### src/hdl/pcg_brg_pkg.sv
`timescale 1ns / 1ps
package pcg_brg_pkg;

  localparam logic [63:0] PCG_MULT       = 64'h5851_f42d_4c95_7f2d;
  localparam logic [63:0] PCG_STATE_INIT = 64'h853c_49e6_748f_ea9b;
  localparam logic [63:0] PCG_INC_INIT   = 64'hda3e_39cb_94b9_5bdb;

  localparam logic [1:0] OP_RESEED  = 2'd0;
  localparam logic [1:0] OP_DRAW    = 2'd1;
  localparam logic [1:0] OP_BOUNDED = 2'd2;

  typedef enum logic [3:0] {
    ST_IDLE,
    ST_SEED,
    ST_ADV0,
    ST_ADV1,
    ST_ADV2,
    ST_ADV3,
    ST_ADV4,
    ST_SADD,
    ST_LMUL,
    ST_LCHK,
    ST_DIV,
    ST_DONE
  } seq_state_t;

  // XSH-RR output permutation of a state word
  function automatic logic [31:0] xsh_rr(input logic [63:0] s);
    logic [63:0] x;
    logic [31:0] mixed;
    logic [4:0]  rot;
    logic [63:0] dbl;
    x     = s ^ (s >> 18);
    mixed = x[58:27];
    rot   = s[63:59];
    dbl   = {mixed, mixed} >> rot;
    return dbl[31:0];
  endfunction

endpackage

### src/hdl/pcg32_bounded_random_generator.sv
`timescale 1ns / 1ps
// PCG32 (XSH-RR) generator with reseed, raw draw and unbiased bounded draw.
// Requests enter on s_axis (tdata: op[1:0], range_low[33:2], range_high[65:34]);
// each request gives exactly one result on m_axis (tdata: raw_value[31:0],
// bounded_value[63:32]). The user writes the seed register through cfg_wr_en
// and cfg_wr_data only while the block is idle; the block does not enforce it.
// One 32x32 multiplier with a registered product serves every product: an LCG
// advance takes three passes through it plus a 64-bit add. A raw draw takes one
// advance, a reseed two with the seed added between; a bounded draw takes one
// advance, a multiply by the span and a check per draw tried, plus the bit-serial
// remainder and its recheck once when the first draw's low product is below the
// span. s_axis_tready is high only while the sequencer is idle, from the
// cycle after a result loads. The result sits in an output register, so the
// block takes the next request while m_axis waits; a finished result is held
// back until that register is free. Reset (rst, synchronous) restores the
// default state and increment, clears the seed and drops any pending result.
module pcg32_bounded_random_generator (
  input  logic        clk,
  input  logic        rst,
  input  logic        s_axis_tvalid,
  output logic        s_axis_tready,
  input  logic [71:0] s_axis_tdata,   // op[1:0], range_low[33:2], range_high[65:34]
  output logic        m_axis_tvalid,
  input  logic        m_axis_tready,
  output logic [63:0] m_axis_tdata,   // raw_value[31:0], bounded_value[63:32]
  input  logic        cfg_wr_en,
  input  logic [63:0] cfg_wr_data
);
  import pcg_brg_pkg::*;

  seq_state_t  state, state_next;
  logic [63:0] seed;
  logic [63:0] lcg, lcg_next;
  logic [63:0] inc, inc_next;
  logic [1:0]  op, op_next;
  logic [31:0] lo, lo_next;
  logic [31:0] range, range_next;
  logic [31:0] raw, raw_next;
  logic        reseed_pass, reseed_pass_next;
  logic        thr_ok, thr_ok_next;
  logic [63:0] prod, prod_next;
  logic [63:0] acc, acc_next;
  logic [31:0] rem, rem_next;
  logic [31:0] dvd, dvd_next;
  logic [4:0]  cnt, cnt_next;
  logic        out_valid, out_valid_next;
  logic [63:0] out_data, out_data_next;

  logic [31:0] mul_a, mul_b;
  logic [63:0] mul_p;
  logic [32:0] rem_shift;
  logic [32:0] rem_diff;
  logic        out_free;

  assign s_axis_tready = (state == ST_IDLE);
  assign m_axis_tvalid = out_valid;
  assign m_axis_tdata  = out_data;
  assign out_free      = !out_valid || m_axis_tready;

  assign rem_shift = {rem, dvd[31]};
  assign rem_diff  = rem_shift - {1'b0, range};

  assign mul_p = {32'd0, mul_a} * {32'd0, mul_b};

  always_comb begin
    case (state)
      ST_ADV0: begin
        mul_a = lcg[31:0];
        mul_b = PCG_MULT[31:0];
      end
      ST_ADV1: begin
        mul_a = lcg[31:0];
        mul_b = PCG_MULT[63:32];
      end
      ST_ADV2: begin
        mul_a = lcg[63:32];
        mul_b = PCG_MULT[31:0];
      end
      default: begin
        mul_a = raw;
        mul_b = range;
      end
    endcase
  end

  always_comb begin
    state_next       = state;
    lcg_next         = lcg;
    inc_next         = inc;
    op_next          = op;
    lo_next          = lo;
    range_next       = range;
    raw_next         = raw;
    reseed_pass_next = reseed_pass;
    thr_ok_next      = thr_ok;
    prod_next        = prod;
    acc_next         = acc;
    rem_next         = rem;
    dvd_next         = dvd;
    cnt_next         = cnt;
    out_valid_next   = out_valid && !m_axis_tready;
    out_data_next    = out_data;

    case (state)
      ST_IDLE: begin
        if (s_axis_tvalid) begin
          op_next          = s_axis_tdata[1:0];
          lo_next          = s_axis_tdata[33:2];
          range_next       = s_axis_tdata[65:34] - s_axis_tdata[33:2] + 32'd1;
          raw_next         = '0;
          reseed_pass_next = 1'b0;
          thr_ok_next      = 1'b0;
          case (s_axis_tdata[1:0])
            OP_RESEED:  state_next = ST_SEED;
            OP_DRAW:    state_next = ST_ADV0;
            OP_BOUNDED: state_next = ST_ADV0;
            default:    state_next = ST_DONE;
          endcase
        end
      end
      ST_SEED: begin
        lcg_next   = '0;
        inc_next   = {seed[62:0], 1'b1};
        state_next = ST_ADV0;
      end
      ST_ADV0: begin
        // the draw is taken from the state before the advance
        if (op != OP_RESEED) begin
          raw_next = xsh_rr(lcg);
        end
        prod_next  = mul_p;
        state_next = ST_ADV1;
      end
      ST_ADV1: begin
        acc_next   = prod;
        prod_next  = mul_p;
        state_next = ST_ADV2;
      end
      ST_ADV2: begin
        acc_next[63:32] = acc[63:32] + prod[31:0];
        prod_next       = mul_p;
        state_next      = ST_ADV3;
      end
      ST_ADV3: begin
        acc_next[63:32] = acc[63:32] + prod[31:0];
        state_next      = ST_ADV4;
      end
      ST_ADV4: begin
        lcg_next = acc + (inc | 64'd1);
        case (op)
          OP_RESEED:  state_next = reseed_pass ? ST_DONE : ST_SADD;
          OP_BOUNDED: state_next = ST_LMUL;
          default:    state_next = ST_DONE;
        endcase
      end
      ST_SADD: begin
        lcg_next         = lcg + seed;
        reseed_pass_next = 1'b1;
        state_next       = ST_ADV0;
      end
      ST_LMUL: begin
        prod_next  = mul_p;
        state_next = ST_LCHK;
      end
      ST_LCHK: begin
        if (thr_ok) begin
          state_next = (prod[31:0] < rem) ? ST_ADV0 : ST_DONE;
        end else if (range != 32'd0 && prod[31:0] < range) begin
          // threshold is (2^32 - range) mod range
          rem_next   = '0;
          dvd_next   = 32'd0 - range;
          cnt_next   = '0;
          state_next = ST_DIV;
        end else begin
          state_next = ST_DONE;
        end
      end
      ST_DIV: begin
        rem_next = rem_diff[32] ? rem_shift[31:0] : rem_diff[31:0];
        dvd_next = {dvd[30:0], 1'b0};
        cnt_next = cnt + 5'd1;
        if (cnt == 5'd31) begin
          thr_ok_next = 1'b1;
          state_next  = ST_LCHK;
        end
      end
      ST_DONE: begin
        if (out_free) begin
          out_valid_next      = 1'b1;
          out_data_next[31:0] = raw;
          out_data_next[63:32] = (op == OP_BOUNDED) ? lo + prod[63:32] : 32'd0;
          state_next          = ST_IDLE;
        end
      end
      default: state_next = ST_IDLE;
    endcase
  end

  always_ff @(posedge clk) begin
    if (rst) begin
      state     <= ST_IDLE;
      seed      <= '0;
      lcg       <= PCG_STATE_INIT;
      inc       <= PCG_INC_INIT;
      out_valid <= 1'b0;
    end else begin
      state     <= state_next;
      lcg       <= lcg_next;
      inc       <= inc_next;
      out_valid <= out_valid_next;
      if (cfg_wr_en) begin
        seed <= cfg_wr_data;
      end
    end
  end

  always_ff @(posedge clk) begin
    op          <= op_next;
    lo          <= lo_next;
    range       <= range_next;
    raw         <= raw_next;
    reseed_pass <= reseed_pass_next;
    thr_ok      <= thr_ok_next;
    prod        <= prod_next;
    acc         <= acc_next;
    rem         <= rem_next;
    dvd         <= dvd_next;
    cnt         <= cnt_next;
    out_data    <= out_data_next;
  end

endmodule

### config.mk
export PLATFORM = sky130hd
export DESIGN_NAME = pcg32_bounded_random_generator
export DESIGN_NICKNAME = d
export VERILOG_FILES = /design/src/hdl/pcg_brg_pkg.sv /design/src/hdl/pcg32_bounded_random_generator.sv
export SDC_FILE = /design/constraint.sdc
export NUM_CORES = 2
export LEC_CHECK = 0
export BUFFER_PORTS_ARGS = -buffer_cell sky130_fd_sc_hd__buf_2
export CAP_MARGIN = 5
export CORE_MARGIN = 2
export CORE_UTILIZATION = 55
export DETAILED_ROUTE_END_ITERATION = 8
export HOLD_SLACK_MARGIN = 0.08
export PLACE_DENSITY_LB_ADDON = 0.15
export SYNTH_ARGS = -nofsm -noshare
export SYNTH_HDL_FRONTEND = slang
export SYNTH_SLANG_ARGS = --single-unit
### constraint.sdc
create_clock -name clk -period 11.85 [get_ports clk]
set_input_delay 2.37 -clock clk [delete_from_list [all_inputs] [get_ports clk]]
set_output_delay 2.37 -clock clk [all_outputs]
set_load 0.1 [all_outputs]
==> reports/results.ini <==
[die]
io_pins=207
die_area_mm2=0.132
die_y_um=363
core_area_mm2=0.128
dieWidth_um=363
placementRows=131
start_util=0.554

[clock_tree]
cts_hold_buf=0
ctsLongestPathBuffers=3
clock_sinks=557
post-cts-setup-buffers=0
cts_tree=built
h-tree-depth=3
root_buffer=clkbuf_16
path_clk_slew_ns=0.06
cts_buffers=69
cts_resized=0
worstSkewPairLatency_ns=0.68

[yosys]
synth_edf_count=361
synthFlopType=edfxtp_1
synth.net_count=9580
avgSynthCellArea_um2=8.93
ys_ff_latch=557
synthCells=7927
async_flop_share=0
yosys_warnings=0
seq_area_frac_synth=0.209
ys_types=97
netlist_area_mm2=0.0708

[routing]
wl_per_cell_um=28.9
first_pass_iters=8
wl_mm=282
drc=0
via_per_inst=6.30
num_vias=61400
drt.antenna.violating_nets=0
initialDrtViolationCount=7242

[cells_and_area]
drive_gt1_frac=0.0794
fin_nets=9667
areaGrowthSynthToFinish_pct=8.11

[global_routing]
grt_pass1_vias=59400
gr-usage-met3=0.131
antenna_found_initial=36
track_usage=0.428
grt_max_degree=78
overflow=0
gr-usage-met2=0.624
busiest_layer=met2
grt_first_pass_wirelength_mm=403
grtUsageMet1=0.555

[timing]
drv_slew=0
report.final.hold_viol_count=0
hold_ws_ns=0.460
min_period_ns=11.21
setup_viol=0
slew_headroom=0.174
fin_skew_ns=0.0414
worst_pin_slew_ns=1.24
fin_crit_sh=0.946
max_freq_mhz=89.2
setup_tns_ns=0
rsz0062_at_grt=false

[placement]
dp_hpwl_mm=224
gp_congestion=1.06
portBuffers=200

[setup_path]
arrival_ns=11.61
cpPeakStageDelay_ns=0.79
r2r-end=prod[57]$_DFFE_PP_
cp.required_ns=12.25
critPathSlowestCell=nor2_4
crit_start=state[3]$_SDFFE_PP0P_
start_kind=flip-flop
r2r_cells=28
worst_r2r_startpoint=state[3]$_SDFFE_PP0P_
critical_path.most_common_cell=fa_1
end_kind=flip-flop
path_class=flip-flop to flip-flop
crit_path_max_fanout=74
crit_path_end=prod[57]$_DFFE_PP_
r2r_setup_slack_ns=0.64

[run]
cap_violations=0

[min_path]
min_path_type=flip-flop to flip-flop

[run_status]
status=finished, final reports clean

-- critical path: cells and delay by family (launching register included) --
family,cells,cell delay [ns]
AOI/OAI and AO/OA,9,2.85
xor gates and xnor gates,1,0.17
adders and majority gates,9,4.65
buffers and inverters,4,1.09
DFF,1,0.70
and+or+nand+nor,5,1.36
-- worst min path at each step --
stage | from | end | slack (ns) | depth (start not counted)
after floorplan | inc[10]$_SDFFE_PP0P_ | inc[10]$_SDFFE_PP0P_ | 0.44 | 2
after global placement | raw[20]$_SDFFCE_PN0P_ | m_axis_tdata[20]$_DFFE_PP_ | 0.44 | 0
after detailed placement | raw[20]$_SDFFCE_PN0P_ | m_axis_tdata[20]$_DFFE_PP_ | 0.45 | 0
after CTS | inc[61]$_SDFFE_PP0P_ | inc[61]$_SDFFE_PP0P_ | 0.47 | 2
after global routing | inc[56]$_SDFFE_PP0P_ | inc[56]$_SDFFE_PP0P_ | 0.48 | 2
final | inc[61]$_SDFFE_PP0P_ | inc[61]$_SDFFE_PP0P_ | 0.46 | 2
-- registers in the layout, summed over array words and instances (netlist names), 63 cells and up --
signal	cells
prod	64
m_axis_tdata	64
seed	64
lcg	64
inc	63
acc	64
-- per-layer routing --
| metal | vias to the layer above | wire, um |
|---|---|---|
| met2 | 3689 | 118000 |
| met4 | 20 | 21200 |
| met3 | 841 | 34400 |
| met1 | 30100 | 108000 |
| li1 | 26700 | - |
| met5 | - | 262 |
-- cell usage in the layout, fill, tap and decap left out, drive strengths merged, types with 86 or more instances in the layout --
cell type  synthesis  layout
inv             1049    1055
fa               902     902
nor2             902     902
nand2            875     875
ha               610     610
a21oi            477     477
buf               50     418
edfxtp           361     361
o21ai            275     275
xnor2            206     206
dfxtp            196     196
and3             185     185
a21o             180     180
mux2i            137     137
nand3            132     132
xor2             111     111
clkbuf           352      86
-- per-stage QoR --
step	cells	area (um2)	utilization	worst slack, ns
floorplan	7927	70800	-	2.86
global placement	9605	74300	0.582	1.01
detailed placement	9605	74300	0.582	0.831
CTS	9724	76500	0.599	0.830
global route	9725	76500	0.599	0.359
finish	9742	76500	0.599	0.644
-- cell usage after synthesis, types with 45 or more instances --
library cell	instances	share of area
xnor2_1	206	0.025
fa_1	902	0.26
edfxtp_1	361	0.15
mux2i_1	137	0.019
a221oi_1	45	0.0056
inv_1	1045	0.055
o21ai_1	96	0.0068
nor2_1	901	0.048
clkbuf_1	352	0.019
and3_1	185	0.016
nand2_1	875	0.046
and2_1	53	0.0047
ha_1	610	0.11
o21bai_1	51	0.0054
dfxtp_1	196	0.055
xor2_1	111	0.014
nand3_1	132	0.0093
nand4_1	80	0.0071
a21o_1	180	0.019
a211oi_1	52	0.0055
a21oi_1	477	0.034
nor3_1	77	0.0054
o21ai_0	179	0.013
-- cell type report --
type	count	area, um2
Antenna cell	18	45.0
Clock buffer	86	1820
Clock inverter	33	313
Fill cell	11300	51200
Inverter	1052	3950
Multi-Input combinational cell	5916	50900
Sequential cell	557	14800
Tap cell	1662	2080
Timing Repair Buffer	418	2670
-- cells by family (layout without fill, tap and decap cells) --
family                     Yosys count  after routing  share of synthesized area
DFF                                557            557                      0.209
xor gates and xnor gates           317            317                     0.0392
muxes                              159            159                     0.0240
adders and majority gates         1512           1512                      0.363
AOI/OAI and AO/OA                 1433           1433                      0.132
other                                0             18                          0
buffers and inverters             1454           1589                     0.0775
and+or+nand+nor                   2495           2495                      0.156
Power is left out: the tool's default activity adds up to more than one toggle a clock period on the data nets, which glitch-free logic cannot reach.
